[config.mk]
export PLATFORM = sky130hd
export DESIGN_NAME = serial_upload_frame_receiver_unit_flat
export DESIGN_NICKNAME = d
export VERILOG_FILES = /design/src/hdl/sufr_pkg.sv /design/src/hdl/sufr_req_if.sv /design/src/hdl/sufr_rsp_if.sv /design/src/hdl/serial_upload_frame_receiver_unit.sv /design/src/flat_wrapper.sv
export VERILOG_INCLUDE_DIRS = /design/src /design/src/hdl
export SDC_FILE = /design/constraint.sdc
export NUM_CORES = 1
export LEC_CHECK = 0
export BUFFER_PORTS_ARGS = -buffer_cell sky130_fd_sc_hd__buf_2
export CAP_MARGIN = 30
export CORE_ASPECT_RATIO = 0.75
export CORE_MARGIN = 1.5
export CORE_UTILIZATION = 40
export DETAILED_ROUTE_END_ITERATION = 8
export GPL_TIMING_DRIVEN = 1
export MAX_ROUTING_LAYER = met4
export PLACE_DENSITY = 0.54
export SLEW_MARGIN = 20
export SYNTH_ARGS = -nofsm -noshare
export SYNTH_HDL_FRONTEND = slang
export SYNTH_SLANG_ARGS = --single-unit
[constraint.sdc]
create_clock -name clk -period 7.05 [get_ports clk]
set_input_delay 2.115 -clock clk [delete_from_list [all_inputs] [get_ports clk]]
set_output_delay 2.115 -clock clk [all_outputs]
set_load 0.02 [all_outputs]
[src/hdl/serial_upload_frame_receiver_unit_macros.svh]
// ----------------------------------------------------------------------------
// serial upload frame receiver assertion macros
// concurrent assertion wrappers on clk with asynchronous reset arst_n
// ----------------------------------------------------------------------------
`ifndef SERIAL_UPLOAD_FRAME_RECEIVER_UNIT_MACROS_SVH
`define SERIAL_UPLOAD_FRAME_RECEIVER_UNIT_MACROS_SVH

// same-cycle implication
`define SUFR_ASSERT_SAME(label, ante, cons, msg) \
	label: assert property (@(posedge clk) disable iff (!arst_n) (ante) |-> (cons)) \
		else $error(msg);

// next-cycle implication
`define SUFR_ASSERT_NEXT(label, ante, cons, msg) \
	label: assert property (@(posedge clk) disable iff (!arst_n) (ante) |=> (cons)) \
		else $error(msg);

`endif

[src/hdl/sufr_pkg.sv]
// ----------------------------------------------------------------------------
// sufr_pkg
// types and codes shared by the upload frame receiver and its interfaces
// ----------------------------------------------------------------------------
`timescale 1ns / 1ps
`default_nettype none

package sufr_pkg;

	typedef logic [1:0]  kind_t;
	typedef logic [3:0]  err_t;
	typedef logic [7:0]  byte_t;
	typedef logic [31:0] addr_t;
	typedef logic [15:0] chunk_t;
	typedef logic [1:0]  cfg_index_t;
	typedef logic [31:0] cfg_data_t;
	typedef logic [2:0]  phase_t;
	typedef logic [3:0]  digit_cnt_t;

	// command codes
	localparam logic CMD_START = 1'b0;
	localparam logic CMD_BYTE  = 1'b1;

	// link characters
	localparam byte_t CH_SOH = 8'h01;
	localparam byte_t CH_ACK = 8'h06;
	localparam byte_t CH_ETB = 8'h17;
	localparam byte_t CH_EM  = 8'h19;

	// result kinds
	localparam kind_t KIND_WRITE = 2'd0;
	localparam kind_t KIND_SEND  = 2'd1;
	localparam kind_t KIND_DONE  = 2'd2;
	localparam kind_t KIND_ERROR = 2'd3;

	// error codes
	localparam err_t ERR_NONE       = 4'd0;
	localparam err_t ERR_BAD_TARGET = 4'd1;
	localparam err_t ERR_NO_SOH     = 4'd2;
	localparam err_t ERR_NO_SIZE_ETB = 4'd3;
	localparam err_t ERR_BAD_HEX    = 4'd4;
	localparam err_t ERR_ZERO       = 4'd5;
	localparam err_t ERR_TOO_BIG    = 4'd6;
	localparam err_t ERR_PAST_END   = 4'd7;
	localparam err_t ERR_NO_CHUNK_ETB = 4'd8;
	localparam err_t ERR_NO_EM      = 4'd9;

	// register indexes
	localparam cfg_index_t REG_TARGET_ADDRESS = 2'd0;
	localparam cfg_index_t REG_WINDOW_BEGIN   = 2'd1;
	localparam cfg_index_t REG_WINDOW_END     = 2'd2;
	localparam cfg_index_t REG_CHUNK_LENGTH   = 2'd3;

	// register reset values
	localparam addr_t  RST_TARGET_ADDRESS = 32'h8000_0000;
	localparam addr_t  RST_WINDOW_BEGIN   = 32'h8000_0000;
	localparam addr_t  RST_WINDOW_END     = 32'h8c00_0000;
	localparam chunk_t RST_CHUNK_LENGTH   = 16'd10240;

	localparam digit_cnt_t SIZE_DIGITS = 4'd8;

	// result record
	typedef struct packed {
		kind_t kind;
		addr_t address;
		byte_t value;
		err_t  error_code;
	} result_t;

	// ascii hex digit decode, valid flag in the top bit
	function automatic logic [4:0] hex_decode(input byte_t c);
		logic [4:0] r;
		r = 5'd0;
		if (c >= 8'h30 && c <= 8'h39) begin
			r = {1'b1, c[3:0]};
		end else if ((c >= 8'h41 && c <= 8'h46) || (c >= 8'h61 && c <= 8'h66)) begin
			r = {1'b1, c[3:0] + 4'd9};
		end
		return r;
	endfunction

endpackage

`default_nettype wire

[src/hdl/sufr_req_if.sv]
// ----------------------------------------------------------------------------
// sufr_req_if
// input channel: start command or one received byte
// ----------------------------------------------------------------------------
`timescale 1ns / 1ps
`default_nettype none

interface sufr_req_if;
	logic            valid;
	logic            ready;
	logic            cmd;
	sufr_pkg::byte_t rx_byte;

	modport source (output valid, output cmd, output rx_byte, input ready);
	modport sink (input valid, input cmd, input rx_byte, output ready);
endinterface

`default_nettype wire

[src/hdl/sufr_rsp_if.sv]
// ----------------------------------------------------------------------------
// sufr_rsp_if
// result channel: memory write, byte to host, completion or error
// ----------------------------------------------------------------------------
`timescale 1ns / 1ps
`default_nettype none

interface sufr_rsp_if;
	logic            valid;
	logic            ready;
	sufr_pkg::kind_t kind;
	sufr_pkg::addr_t address;
	sufr_pkg::byte_t value;
	sufr_pkg::err_t  error_code;

	modport source (output valid, output kind, output address, output value,
		output error_code, input ready);
	modport sink (input valid, input kind, input address, input value,
		input error_code, output ready);
endinterface

`default_nettype wire

[src/hdl/serial_upload_frame_receiver_unit.sv]
// a transaction accepted on req passes the input register and then the result register on its way to rsp
// throughput: one transaction per cycle while rsp takes results, set by the single decode pass between
//   the input register and the result register
// a result waiting on rsp holds the input register, so req stalls while it is full
// reset: arst_n clears the frame state to idle and loads the register defaults
// ----------------------------------------------------------------------------
// serial_upload_frame_receiver_unit
// frame decoder for a binary upload over a byte link: size header, range
// check, data bytes as memory writes, chunk acknowledges and completion
// ----------------------------------------------------------------------------
`timescale 1ns / 1ps
`default_nettype none

module serial_upload_frame_receiver_unit (
	input  wire                  clk,
	input  wire                  arst_n,
	input  wire                  cfg_write,
	input  sufr_pkg::cfg_index_t cfg_index,
	input  sufr_pkg::cfg_data_t  cfg_data,
	sufr_req_if.sink             req,
	sufr_rsp_if.source           rsp
);
	import sufr_pkg::*;

	// frame phases
	localparam phase_t PH_IDLE       = 3'd0;
	localparam phase_t PH_SOH        = 3'd1;
	localparam phase_t PH_DIGITS     = 3'd2;
	localparam phase_t PH_DIGITS_BAD = 3'd3;
	localparam phase_t PH_DATA       = 3'd4;
	localparam phase_t PH_CHUNK_ETB  = 3'd5;
	localparam phase_t PH_EM         = 3'd6;

	// configuration registers
	addr_t  target_address_q;
	addr_t  window_begin_q;
	addr_t  window_end_q;
	chunk_t chunk_length_q;

	// frame state
	phase_t     phase_q;
	addr_t      size_acc_q;
	digit_cnt_t digit_count_q;
	addr_t      bytes_remaining_q;
	chunk_t     chunk_count_q;
	addr_t      write_address_q;

	// input register
	logic  valid_s1;
	logic  cmd_s1;
	byte_t rx_byte_s1;

	// result register
	logic    out_valid_q;
	result_t result_q;

	logic advance;

	// next state and result from the decode pass
	phase_t     phase_n;
	addr_t      size_acc_n;
	digit_cnt_t digit_count_n;
	addr_t      bytes_remaining_n;
	chunk_t     chunk_count_n;
	addr_t      write_address_n;
	logic       res_valid;
	result_t    res;

	logic [4:0]  hex;
	addr_t       window_size;
	logic [32:0] end_sum;
	chunk_t      chunk_inc;
	addr_t       remaining_dec;

	// ---------------------------------------------------------------------
	// flow control: the input register moves on when the result slot is free
	// or being emptied in the same cycle
	// ---------------------------------------------------------------------
	assign advance   = valid_s1 && (!out_valid_q || rsp.ready);
	assign req.ready = !valid_s1 || advance;

	always_ff @(posedge clk or negedge arst_n) begin
		if (!arst_n) begin
			valid_s1 <= 1'b0;
		end else if (req.ready) begin
			valid_s1 <= req.valid;
		end
	end

	always_ff @(posedge clk) begin
		if (req.valid && req.ready) begin
			cmd_s1     <= req.cmd;
			rx_byte_s1 <= req.rx_byte;
		end
	end

	// ---------------------------------------------------------------------
	// configuration writes
	// ---------------------------------------------------------------------
	always_ff @(posedge clk or negedge arst_n) begin
		if (!arst_n) begin
			target_address_q <= RST_TARGET_ADDRESS;
			window_begin_q   <= RST_WINDOW_BEGIN;
			window_end_q     <= RST_WINDOW_END;
			chunk_length_q   <= RST_CHUNK_LENGTH;
		end else if (cfg_write) begin
			unique case (cfg_index)
				REG_TARGET_ADDRESS: target_address_q <= cfg_data;
				REG_WINDOW_BEGIN:   window_begin_q   <= cfg_data;
				REG_WINDOW_END:     window_end_q     <= cfg_data;
				REG_CHUNK_LENGTH:   chunk_length_q   <= cfg_data[15:0];
				default: ;
			endcase
		end
	end

	// ---------------------------------------------------------------------
	// decode pass
	// ---------------------------------------------------------------------
	assign hex           = hex_decode(rx_byte_s1);
	// inverted or empty window counts as size zero
	assign window_size   = (window_end_q > window_begin_q) ? (window_end_q - window_begin_q)
		: '0;
	assign end_sum       = {1'b0, target_address_q} + {1'b0, size_acc_q};
	// a zero chunk length matches after the counter wraps, i.e. 65536 bytes
	assign chunk_inc     = chunk_count_q + 16'd1;
	assign remaining_dec = bytes_remaining_q - 32'd1;

	always_comb begin
		phase_n           = phase_q;
		size_acc_n        = size_acc_q;
		digit_count_n     = digit_count_q;
		bytes_remaining_n = bytes_remaining_q;
		chunk_count_n     = chunk_count_q;
		write_address_n   = write_address_q;
		res_valid         = 1'b0;
		res               = '0;

		if (cmd_s1 == CMD_START) begin
			// a start aborts anything in flight, then checks the target
			if (target_address_q < window_begin_q || target_address_q >= window_end_q) begin
				phase_n        = PH_IDLE;
				res_valid      = 1'b1;
				res.kind       = KIND_ERROR;
				res.error_code = ERR_BAD_TARGET;
			end else begin
				phase_n = PH_SOH;
			end
		end else begin
			unique case (phase_q)
				PH_SOH: begin
					if (rx_byte_s1 != CH_SOH) begin
						phase_n        = PH_IDLE;
						res_valid      = 1'b1;
						res.kind       = KIND_ERROR;
						res.value      = rx_byte_s1;
						res.error_code = ERR_NO_SOH;
					end else begin
						phase_n       = PH_DIGITS;
						size_acc_n    = '0;
						digit_count_n = '0;
					end
				end
				PH_DIGITS, PH_DIGITS_BAD: begin
					if (digit_count_q < SIZE_DIGITS) begin
						// a bad digit is remembered, the header is still taken whole
						if (!hex[4]) begin
							phase_n = PH_DIGITS_BAD;
						end else begin
							size_acc_n = {size_acc_q[27:0], hex[3:0]};
						end
						digit_count_n = digit_count_q + 4'd1;
					end else begin
						res_valid = 1'b1;
						res.kind  = KIND_ERROR;
						phase_n   = PH_IDLE;
						if (rx_byte_s1 != CH_ETB) begin
							res.value      = rx_byte_s1;
							res.error_code = ERR_NO_SIZE_ETB;
						end else if (phase_q == PH_DIGITS_BAD) begin
							res.error_code = ERR_BAD_HEX;
						end else if (size_acc_q == '0) begin
							res.error_code = ERR_ZERO;
						end else if (size_acc_q > window_size) begin
							res.error_code = ERR_TOO_BIG;
						end else if (end_sum >= {1'b0, window_end_q}) begin
							res.error_code = ERR_PAST_END;
						end else begin
							// header good: acknowledge and open the data phase
							res.kind          = KIND_SEND;
							res.value         = CH_ACK;
							bytes_remaining_n = size_acc_q;
							write_address_n   = target_address_q;
							chunk_count_n     = '0;
							phase_n           = PH_DATA;
						end
					end
				end
				PH_DATA: begin
					res_valid         = 1'b1;
					res.kind          = KIND_WRITE;
					res.address       = write_address_q;
					res.value         = rx_byte_s1;
					write_address_n   = write_address_q + 32'd1;
					bytes_remaining_n = remaining_dec;
					chunk_count_n     = chunk_inc;
					if (chunk_inc == chunk_length_q || remaining_dec == '0) begin
						phase_n = PH_CHUNK_ETB;
					end
				end
				PH_CHUNK_ETB: begin
					res_valid = 1'b1;
					if (rx_byte_s1 != CH_ETB) begin
						phase_n        = PH_IDLE;
						res.kind       = KIND_ERROR;
						res.value      = rx_byte_s1;
						res.error_code = ERR_NO_CHUNK_ETB;
					end else begin
						res.kind      = KIND_SEND;
						res.value     = CH_ACK;
						chunk_count_n = '0;
						phase_n       = (bytes_remaining_q == '0) ? PH_EM : PH_DATA;
					end
				end
				PH_EM: begin
					res_valid = 1'b1;
					phase_n   = PH_IDLE;
					if (rx_byte_s1 != CH_EM) begin
						res.kind       = KIND_ERROR;
						res.value      = rx_byte_s1;
						res.error_code = ERR_NO_EM;
					end else begin
						res.kind = KIND_DONE;
					end
				end
				default: ;	// bytes while idle are dropped
			endcase
		end
	end

	// ---------------------------------------------------------------------
	// frame state update
	// ---------------------------------------------------------------------
	always_ff @(posedge clk or negedge arst_n) begin
		if (!arst_n) begin
			phase_q           <= PH_IDLE;
			size_acc_q        <= '0;
			digit_count_q     <= '0;
			bytes_remaining_q <= '0;
			chunk_count_q     <= '0;
			write_address_q   <= '0;
		end else if (advance) begin
			phase_q           <= phase_n;
			size_acc_q        <= size_acc_n;
			digit_count_q     <= digit_count_n;
			bytes_remaining_q <= bytes_remaining_n;
			chunk_count_q     <= chunk_count_n;
			write_address_q   <= write_address_n;
		end
	end

	// ---------------------------------------------------------------------
	// result register
	// ---------------------------------------------------------------------
	always_ff @(posedge clk or negedge arst_n) begin
		if (!arst_n) begin
			out_valid_q <= 1'b0;
		end else if (advance) begin
			out_valid_q <= res_valid;
		end else if (rsp.ready) begin
			out_valid_q <= 1'b0;
		end
	end

	always_ff @(posedge clk) begin
		if (advance && res_valid) begin
			result_q <= res;
		end
	end

	assign rsp.valid      = out_valid_q;
	assign rsp.kind       = result_q.kind;
	assign rsp.address    = result_q.address;
	assign rsp.value      = result_q.value;
	assign rsp.error_code = result_q.error_code;

	// ---------------------------------------------------------------------
	// assertions
	// ---------------------------------------------------------------------
`include "serial_upload_frame_receiver_unit_macros.svh"

	`SUFR_ASSERT_SAME(a_data_has_bytes, phase_q == PH_DATA, bytes_remaining_q != '0, "data phase with nothing left")
	`SUFR_ASSERT_SAME(a_digit_bound, phase_q == PH_DIGITS || phase_q == PH_DIGITS_BAD, digit_count_q <= SIZE_DIGITS, "size digit count overrun")
	`SUFR_ASSERT_SAME(a_write_no_code, out_valid_q && result_q.kind != KIND_ERROR, result_q.error_code == ERR_NONE, "error code on a non-error result")
	`SUFR_ASSERT_SAME(a_addr_only_write, out_valid_q && result_q.kind != KIND_WRITE, result_q.address == '0, "address on a non-write result")
	`SUFR_ASSERT_NEXT(a_stage_hold, valid_s1 && !advance, valid_s1 && $stable(rx_byte_s1) && $stable(phase_q), "stalled input stage lost")

endmodule

`default_nettype wire

[src/flat_wrapper.sv]
// flat-port wrapper written by rule: the top's interface ports become plain ports
module serial_upload_frame_receiver_unit_flat import sufr_pkg::*;
  (clk, arst_n, cfg_write, cfg_index, cfg_data, req_valid, req_cmd, req_rx_byte, req_ready, rsp_valid, rsp_kind, rsp_address, rsp_value, rsp_error_code, rsp_ready);
  sufr_req_if req_i ();
  sufr_rsp_if rsp_i ();
  input  wire clk;
  input  wire arst_n;
  input  wire cfg_write;
  input  sufr_pkg::cfg_index_t cfg_index;
  input  sufr_pkg::cfg_data_t cfg_data;
  input wire logic [$bits(req_i.valid)-1:0] req_valid;
  input wire logic [$bits(req_i.cmd)-1:0] req_cmd;
  input wire logic [$bits(req_i.rx_byte)-1:0] req_rx_byte;
  output wire logic [$bits(req_i.ready)-1:0] req_ready;
  output wire logic [$bits(rsp_i.valid)-1:0] rsp_valid;
  output wire logic [$bits(rsp_i.kind)-1:0] rsp_kind;
  output wire logic [$bits(rsp_i.address)-1:0] rsp_address;
  output wire logic [$bits(rsp_i.value)-1:0] rsp_value;
  output wire logic [$bits(rsp_i.error_code)-1:0] rsp_error_code;
  input wire logic [$bits(rsp_i.ready)-1:0] rsp_ready;
  assign req_i.valid = req_valid;
  assign req_i.cmd = req_cmd;
  assign req_i.rx_byte = req_rx_byte;
  assign req_ready = req_i.ready;
  assign rsp_valid = rsp_i.valid;
  assign rsp_kind = rsp_i.kind;
  assign rsp_address = rsp_i.address;
  assign rsp_value = rsp_i.value;
  assign rsp_error_code = rsp_i.error_code;
  assign rsp_i.ready = rsp_ready;
  serial_upload_frame_receiver_unit u_core (.clk(clk), .arst_n(arst_n), .cfg_write(cfg_write), .cfg_index(cfg_index), .cfg_data(cfg_data), .req(req_i), .rsp(rsp_i));
endmodule
# ---- After elaboration in Yosys (flattened, before gate mapping)
# Cells that the tools add are included.
# W data, S select, Z words.
dict set report classes {
  add_sub_neg 7
  n_lt_le_gt_ge 12
  eq_ne 26
  n_mux 83
  reduce_logical 33
}
# op n
set op_table {}
lappend op_table {{$mux W32} 16}
lappend op_table {{$pmux W32 S2} 3}
lappend op_table {{$mux W16} 7}
lappend op_table {{$logic_not A32 Y1} 3}
lappend op_table {{$gt A32 B32 Y1} 2}
lappend op_table {{$mux W12} 4}
lappend op_table {{$pmux W16 S3} 1}
lappend op_table {{$pmux W8 S5} 1}
lappend op_table {{$mux W3} 12}
lappend op_table {{$add A32 B32 Y33} 1}
lappend op_table {{$ge A33 B32 Y1} 1}
lappend op_table {{$add A32 B1 Y32 const B} 1}
lappend op_table {{$ge A32 B32 Y1} 1}
lappend op_table {{$lt A32 B32 Y1} 1}
lappend op_table {{$mux W8} 4}
lappend op_table {{$sub A32 B1 Y32 const B} 1}
lappend op_table {{$sub A32 B32 Y32} 1}
lappend op_table {{$mux W4} 7}
lappend op_table {{$mux W2} 12}
lappend op_table {{$add A16 B1 Y16 const B} 1}
lappend op_table {{$eq A16 B16 Y1} 1}
lappend op_table {{$ge A8 B7 Y1 const B} 2}
lappend op_table {{$le A8 B7 Y1 const B} 2}
lappend op_table {{$ne A2 B2 Y1 const B} 8}
lappend op_table {{37 further kinds} 68}
dict set report word_totals {
  reg_bits 288
  in_bits 48
  out_inout_bits 48
  wordCells 179
}

# ---- Depth between registers and ports, before layout
# Gate-level depths: netlist (run 1).
dict set report logic_depth {
  word_depth 10
  mapped_depth 27
  mapped_depth_nobuf 23
}

# ---- Least setup slack after synthesis (run 1)
# No wires, ideal clock.
dict set report synth_timing {
  path_kind {reg-to-reg}
  from {register u_core.window_end_q[0]}
  to {register u_core.write_address_q[26]}
  setup_time_ns 0.128
  t_arrival_ns 5.349
  required_time_ns 6.922
  path_slack_ns 1.574
  path_stages_with_launch 27
  path_buffers 3
  synth_period_minus_slack_ns 5.476
  cell_sequence {dfrtp_1 inv_1 ha_1 inv_1 fa_1 a21o_1 a21oi_1 o21a_1 o21ai_1 a21oi_1 o31ai_1 nor2_1 nor3_1 clkbuf_1 nand2_1 ha_1 a2111oi_0 o21ai_0 o221ai_1 a21boi_0 o21ai_0 or3b_1 clkbuf_1 or3_1 buf_2 o22ai_1 a21oi_1}
}
dict set report synth_between {
  elab_chain_cells 5
  elab_cells_between_ends 8
  classes_between {add/sub (1); order compare (3); eq/ne (2); mux (1); reduce/logical (1)}
}
# element line
set synth_rtl {}
lappend synth_rtl {{from (decl)} serial_upload_frame_receiver_unit.sv:37} ;# addr_t window_end_q;
lappend synth_rtl {{from (signal assigned)} serial_upload_frame_receiver_unit.sv:110} ;# REG_WINDOW_END: window_end_q <= cfg_data;
lappend synth_rtl {{$sub A32 B32 Y32 or $gt A32 B32 Y1 (tied branches)} serial_upload_frame_receiver_unit.sv:122} ;# assign window_size = (window_end_q > window_begin_q) ? (window_end_q - window_begin_q)
lappend synth_rtl {{$mux W32} serial_upload_frame_receiver_unit.sv:122}
lappend synth_rtl {{$gt A32 B32 Y1} serial_upload_frame_receiver_unit.sv:184} ;# end else if (size_acc_q > window_size) begin
lappend synth_rtl {{$ne A2 B2 Y1 (no source line)} --}
lappend synth_rtl {{$reduce_and A9 Y1 (no source line) (*)} --}
lappend synth_rtl {{to (signal assigned)} serial_upload_frame_receiver_unit.sv:258} ;# write_address_q <= write_address_n;
lappend synth_rtl {{to (decl)} serial_upload_frame_receiver_unit.sv:46} ;# addr_t write_address_q;
# Mark *: on every way between the ends. The rest lies on a longest branch, timed or not.
# A chain may end at the register's enable or synchronous reset.

# ---- Worst setup path in the final report (run 1)
dict set report layout_timing {
  from {register u_core.window_end_q[0]}
  to {register u_core.write_address_q[1]}
}
# The elaborated chain is that of the path after synthesis.

==> flow_summary_export.csv, run 1 <==
group,metric,value,unit
pwr,p_sw,2.24,mW
global_route,grt_pass1_wl,101,mm
worst_hold_path,hp-class,"flop to flop",
sta,setup_ws,0.697,ns
clocking,ctsHtreeMaxLevel,1,
global_route,grtUsageTotal,26.3,%
sta,hold_ws,0.485,ns
logic_synthesis,post-synth-top-count-cell,"dfrtp_1",
die,die_h,197,um
placement,gp_congestion,0.941,
logic_synthesis,async_flop_share,80.9,%
placement,placed_area,21500,um^2
setup_path,startpoint_type,"flop",
cells_and_area,fin_util,45.7,%
drt,vias,17400,
global_route,grt_max_degree,132,
setup_path,criticalPathCategory,"flop to flop",
cells_and_area,fillers,4710,
logic_synthesis,ys_ff_latch,288,
logic_synthesis,syn_inst,2141,
drt,drc,0,
logic_synthesis,synth_edf_count,55,
global_route,antenna_found_initial,1,
setup_path,path_delay_family,"compound AO/OA/AOI/OAI gates",
drt,avgViaCountPerCell,5.98,
die,fp-row-count,70,
global_route,grt_pass1_vias,16300,
flow_run,cap_violations,0,
clocking,cts_root_buf,"clkbuf_16",
pwr,clkPwrFrac,27.8,%
sta,worstMarginPinSlew,0.975,ns
logic_synthesis,avgSynthCellArea,9.37,um^2
outcome,status,"completed",
setup_path,max_stage_delay,0.72,ns
sta,finalSetupTns,0,ns
logic_synthesis,synth_commonest_cells,"dfrtp_1 (226), ha_1 (200), nand2_1 (160), a21oi_1 (157), nor2_1 (135)",
clocking,cts-buffers-inserted,31,
pwr,p_comb_share,37.5,%
pwr,power_leakage,10.3,nW
clocking,cts_tree,"yes",
setup_path,endpoint_kind,"flop",
clocking,cts-hold-fix-buffers,0,
sta,period_needed,6.35,ns
setup_path,crit_arrival,6.82,ns
setup_path,crit_chain,"inv_1 -> ha_1 -> inv_1 -> fa_1 -> a21o_1 -> a21oi_1 -> o21a_1 -> o21ai_1 -> a21oi_1 -> o31ai_1 -> nor2_1 -> nor3_2 -> buf_4 -> nand2_1 -> ha_1 -> a2111oi_0 -> o21ai_0 -> o221ai_1 -> a21boi_0 -> o21ai_0 -> or3b_1 -> or3_1 -> o22ai_1 -> nor2_1",
die,coreArea,49100,um^2
pwr,switching_share,37.4,%
global_route,grt_overflow,0,
setup_path,crit_fanout,32,
cells_and_area,final_area,22500,um^2
setup_path,worst_path_max_delay_cell,"or3_1",
drt,first_iter_violations,1594,
cells_and_area,synthToLayoutAreaGrowth,12.1,%
cells_and_area,ff_latch_area,7490,um^2
clocking,ctsResizeCount,0,
clocking,cts_setup_buffers,0,
drt,wl,66.0,mm
sta,finalMaxSlewViolations,0,
cells_and_area,multi_input_area,11800,um^2
setup_path,cp.required,7.51,ns
pwr,ir_worst_vdd,0.184,mV
placement,port_buffers,95,
placement,place_ws,0.780,ns
clocking,cts.sinks,288,
logic_synthesis,yosysTopAreaCell,"dfrtp_1",
logic_synthesis,synth.distinct_cells,81,
cells_and_area,drive_gt1_share,15.4,%
logic_synthesis,synth_top_area_share,28.2,%
clocking,clock_latency,0.60,ns
sta,min_period_over_period,90.1,%
pwr,p_seq_share,34.7,%
cells_and_area,antennaDiodeCount,0,
logic_synthesis,mappedNetlistNets,2391,
logic_synthesis,synth.area.top_cells,"dfrtp_1 (28%), ha_1 (12%), edfxtp_1 (8.2%)",
drt,final_antenna_net_count,0,
sta,finalHoldViolCount,0,
sta,final-setup-viol-count,0,
pwr,internal_power,3.75,mW
clocking,clk_pin_slew,0.06,ns
die,fp.dieW,262,um
sta,finClkSkew,0.0288,ns
drt,post_drt_wl_per_cell,22.7,um
cells_and_area,nets,2484,
die,ioPinCount,96,
setup_path,critPathBufInv,3,
logic_synthesis,netlist_area,20100,um^2
placement,dp_hpwl,50.8,mm
die,initial_utilization,40.8,%
clocking,clock_path_buffers,3,
sta,max_freq,157,MHz
logic_synthesis,synth_ff_type,"dfrtp_1",
sta,rsz0062_at_grt,"no",
drt,drt_first_pass_iters,8,
logic_synthesis,ys_warn_count,0,
die,dieArea,51500,um^2
pwr,powerDensity,267,nW/um^2
sta,relSlewSlack,34.7,%
logic_synthesis,yosysSeqAreaShare,37.3,%
metrics by stage:
| step | cells | power [mW] |
|---|---|---|
| 3_3_place_gp | 2848 | 4.30 |
| 3_5_place_dp | 2848 | 4.32 |
| 6_report | 2906 | 6.00 |
| 5_1_grt | 2906 | 6.34 |
| 4_1_cts | 2905 | 6.00 |
| 2_1_floorplan | 2141 | 3.55 |
state kept, by name, summed over array words and instances, names as in the netlist:
| name | flops |
|---|---|
| u_core.phase_q | 3 |
| u_core.window_begin_q | 32 |
| u_core.rsp.valid | 1 |
| u_core.rx_byte_s1 | 8 |
| u_core.rsp.error_code | 4 |
| u_core.size_acc_q | 32 |
| u_core.target_address_q | 32 |
| u_core.window_end_q | 32 |
| u_core.digit_count_q | 4 |
| u_core.cmd_s1 | 1 |
| u_core.rsp.kind | 2 |
| u_core.rsp.value | 8 |
| u_core.write_address_q | 32 |
| u_core.bytes_remaining_q | 32 |
| u_core.chunk_length_q | 16 |
| u_core.valid_s1 | 1 |
| u_core.chunk_count_q | 16 |
| u_core.rsp.address | 32 |
worst paths after layout:
check | depth (start not counted) | start | slack [ns] | to
setup / recovery | 24 | u_core.window_end_q[0]$_DFFE_PN0P_ | 0.70 | u_core.write_address_q[1]$_DFFE_PN0P_
hold / removal | 1 | u_core.digit_count_q[2]$_DFFE_PN0P_ | 0.49 | u_core.digit_count_q[2]$_DFFE_PN0P_
setup reg to reg | 24 | u_core.window_end_q[0]$_DFFE_PN0P_ | 0.70 | u_core.write_address_q[1]$_DFFE_PN0P_
hold reg to reg | 1 | u_core.digit_count_q[2]$_DFFE_PN0P_ | 0.49 | u_core.digit_count_q[2]$_DFFE_PN0P_
max in group asynchronous | 2 | arst_n | 4.48 | u_core.window_end_q[15]$_DFFE_PN0P_
min in group asynchronous | 1 | arst_n | 1.42 | u_core.valid_s1$_DFFE_PN0N_
cell usage in the layout, fill, tap and decap left out, types with 48 or more instances in the layout:
cell	synthesis	final
edfxtp_1	55	55
a21oi_1	157	155
inv_1	111	111
nand3_1	70	70
ha_1	200	200
nand2_1	160	160
buf_2	11	95
nor2_1	135	132
and3_1	53	53
a21o_1	60	60
dfrtp_1	226	226
mux2_2	116	116
xnor2_1	63	63
nand4_1	53	53
o21ai_0	109	109
buf_4	0	48
layout make-up:
type                       instances  area share (%)
clock inverter                    12           0.662
timing repair buffer             147            4.05
tap                              648            3.61
sequential                       288            33.3
inverter                         111            1.85
multi-input combinational       1655            52.6
clock buffer                      45            3.86
cell families (layout without fill, tap and decap cells):
family	count (synthesis)	after routing	synth area share [%]
XOR/XNOR	85	85	3.71
adder cells (fa/ha/maj)	202	202	12.7
multiplexers	122	122	6.82
flip-flops	288	288	37.3
AND/OR/NAND/NOR	661	661	16.6
AO/OA/AOI/OAI	585	585	19.0
buffers and inverters	198	315	3.89
routing by layer:
layer	wire, um	up-vias	GRT usage, %
met2	27000	560	36.1
met5	0	-	-
li1	-	8164	-
met3	4240	78	3.91
met4	1340	0	5.28
met1	33400	8566	40.4
power by group through the flow:
stage	clock network (mW)	logic, mW	registers, mW
after CTS	1.70	2.22	2.08
after global placement	0	2.19	2.11
after detailed placement	0	2.21	2.11
final	1.67	2.25	2.08
after global routing	1.76	2.48	2.10
after floorplan	0	1.45	2.10
Power figures use the tool's default switching activity.
==> run 2: changes to the inputs <==
--- a/config.mk
+++ b/config.mk
@@ -8,13 +8,15 @@
 export LEC_CHECK = 0
 export BUFFER_PORTS_ARGS = -buffer_cell sky130_fd_sc_hd__buf_2
 export CAP_MARGIN = 30
+export CELL_PAD_IN_SITES_DETAIL_PLACEMENT = 2
+export CELL_PAD_IN_SITES_GLOBAL_PLACEMENT = 2
 export CORE_ASPECT_RATIO = 0.75
 export CORE_MARGIN = 1.5
 export CORE_UTILIZATION = 40
 export DETAILED_ROUTE_END_ITERATION = 8
 export GPL_TIMING_DRIVEN = 1
 export MAX_ROUTING_LAYER = met4
-export PLACE_DENSITY = 0.54
+export PLACE_DENSITY = 0.79
 export SLEW_MARGIN = 20
 export SYNTH_ARGS = -nofsm -noshare
 export SYNTH_HDL_FRONTEND = slang
==> flow_summary_export.csv, run 2 (synthesis gave the netlist of run 1 again) <==
group,metric,value,unit
drt,final_antenna_net_count,0,
setup_path,crit_arrival,7.11,ns
drt,avgViaCountPerCell,6.26,
cells_and_area,mostFrequentLayoutCells,"dfrtp_1 (226), ha_1 (200), nand2_1 (160), a21oi_1 (155), nor2_1 (132)",
cells_and_area,nets,2480,
clocking,cts_tree,"yes",
drt,post_drt_wl_per_cell,27.3,um
die,initial_utilization,40.8,%
setup_path,criticalPathCategory,"flop to flop",
global_route,grt_max_degree,99,
drt,vias,18200,
setup_path,crit_chain,"ha_1 -> a211oi_1 -> o21ai_0 -> a311oi_1 -> o21ai_0 -> o311ai_1 -> buf_4 -> a21oi_1 -> or2_2 -> a21o_1 -> xor2_1 -> ha_1 -> nand4_1 -> nor3_1 -> nand3_1 -> o211ai_1 -> a311o_1 -> or4b_1 -> buf_4 -> a21bo_2 -> o21ai_0 -> o31ai_1",
placement,port_buffers,95,
setup_path,crit_fanout,25,
cells_and_area,fin_util,46.0,%
clocking,clk_pin_slew,0.06,ns
pwr,power_leakage,10.3,nW
drt,first_iter_violations,1350,
placement,place_ws,0.362,ns
worst_hold_path,hp-class,"flop to flop",
drt,drt-met1-wl,36.4,mm
flow_run,cap_violations,0,
die,fp-row-count,70,
drt,wl,79.2,mm
setup_path,critPathBufInv,2,
die,ioPinCount,96,
clocking,cts_root_buf,"clkbuf_16",
cells_and_area,antennaDiodeCount,0,
sta,worstMarginPinSlew,0.994,ns
die,dieArea,51500,um^2
setup_path,worst_path_max_delay_cell,"or4b_1",
cells_and_area,drive_gt1_share,15.4,%
global_route,grt_overflow,0,
placement,gp_congestion,0.931,
clocking,cts-buffers-inserted,36,
drt,highest_layer,"met4",
setup_path,endpoint_kind,"flop",
sta,max_freq,150,MHz
sta,rsz0062_at_grt,"no",
sta,relSlewSlack,33.1,%
sta,finalSetupTns,0,ns
cells_and_area,final_area,22600,um^2
sta,finalMaxSlewViolations,0,
global_route,grt_pass1_wl,123,mm
pwr,power,6.45,mW
cells_and_area,synthToLayoutAreaGrowth,12.6,%
die,coreArea,49100,um^2
setup_path,startpoint_type,"flop",
global_route,antenna_found_initial,1,
drt,drt_first_pass_iters,9,
clocking,clock_latency,0.58,ns
sta,finalHoldViolCount,0,
pwr,powerDensity,286,nW/um^2
placement,dp_hpwl,59.6,mm
pwr,ir_worst_vdd,0.222,mV
cells_and_area,final_common_cell,"dfrtp_1",
global_route,grt_pass1_vias,19700,
sta,setup_ws,0.378,ns
die,fp.dieW,262,um
clocking,cts_setup_buffers,0,
sta,period_needed,6.67,ns
setup_path,crit_top_cell,"o21ai_0",
sta,finClkSkew,0.0321,ns
clocking,cts.sinks,288,
drt,dr_wl_met2,36.6,mm
sta,min_period_over_period,94.6,%
drt,wl_met3,3.68,mm
clocking,ctsHtreeMaxLevel,2,
placement,placed_area,21400,um^2
outcome,status,"finished, violations left",
setup_path,cp.required,7.48,ns
outcome,violations,"design-rule violations",
global_route,grtUsageTotal,32.0,%
setup_path,max_stage_delay,0.52,ns
drt,drc,2,
setup_path,path_delay_family,"compound AO/OA/AOI/OAI gates",
die,die_h,197,um
sta,final-setup-viol-count,0,
clocking,clock_path_buffers,3,
[run 2: cell types whose count changed in the layout (fill, tap and decap cells not counted), sizes merged]
| cell | before | now |
|---|---|---|
| buf | 147 | 138 |
| clkbuf | 45 | 46 |
| clkinv | 6 | 12 |
| clkinvlp | 1 | 4 |
| inv | 113 | 112 |
[run 2: what timing repair did]
item                       4_1_cts  5_1_grt
setup endpoints to repair        0       32
hold buffers                     0        0
resized for setup                0        1
[run 2: path summary, 6_finish.rpt]
| path | startpoint | to | slack (ns) | cells past startpoint |
|---|---|---|---|---|
| max | u_core.size_acc_q[1]$_DFFE_PN0P_ | u_core.chunk_count_q[10]$_DFFE_PN0P_ | 0.38 | 22 |
| min | u_core.bytes_remaining_q[5]$_DFFE_PN0P_ | u_core.bytes_remaining_q[5]$_DFFE_PN0P_ | 0.51 | 1 |
| max reg2reg | u_core.size_acc_q[1]$_DFFE_PN0P_ | u_core.chunk_count_q[10]$_DFFE_PN0P_ | 0.38 | 22 |
| min reg2reg | u_core.bytes_remaining_q[5]$_DFFE_PN0P_ | u_core.bytes_remaining_q[5]$_DFFE_PN0P_ | 0.51 | 1 |
| max in group asynchronous | arst_n | u_core.chunk_count_q[11]$_DFFE_PN0P_ | 4.21 | 2 |
| min in group asynchronous | arst_n | u_core.digit_count_q[1]$_DFFE_PN0P_ | 1.54 | 1 |
[run 2: cell type report]
class / instances / area [um^2]
tap: 648 / 811
timing repair buffer: 138 / 831
inverter: 111 / 417
clock inverter: 20 / 195
clock buffer: 46 / 1000
fill: 5318 / 26600
sequential: 288 / 7490
multi-input combinational: 1655 / 11800
[run 2: report_power, final]
group	switching (mW)	internal, mW
clock	0.812	1.12
combinational	1.50	0.908
sequential	0.202	1.90
[run 2: routing by layer]
metal  track usage, %  vias up
li1                 -     8141
met1             43.2     9460
met2             49.5      450
met3             4.35      133
met4             10.2        0
met5                -        -
[run 2: per-stage QoR]
| stage | instances | hold slack [ns] |
|---|---|---|
| 4_1_cts | 2905 | 0.510 |
| 5_1_grt | 2906 | 0.531 |
| 3_5_place_dp | 2839 | 0.499 |
| 3_3_place_gp | 2839 | 0.482 |
| 2_1_floorplan | 2141 | 0.454 |
| 6_report | 2906 | 0.509 |
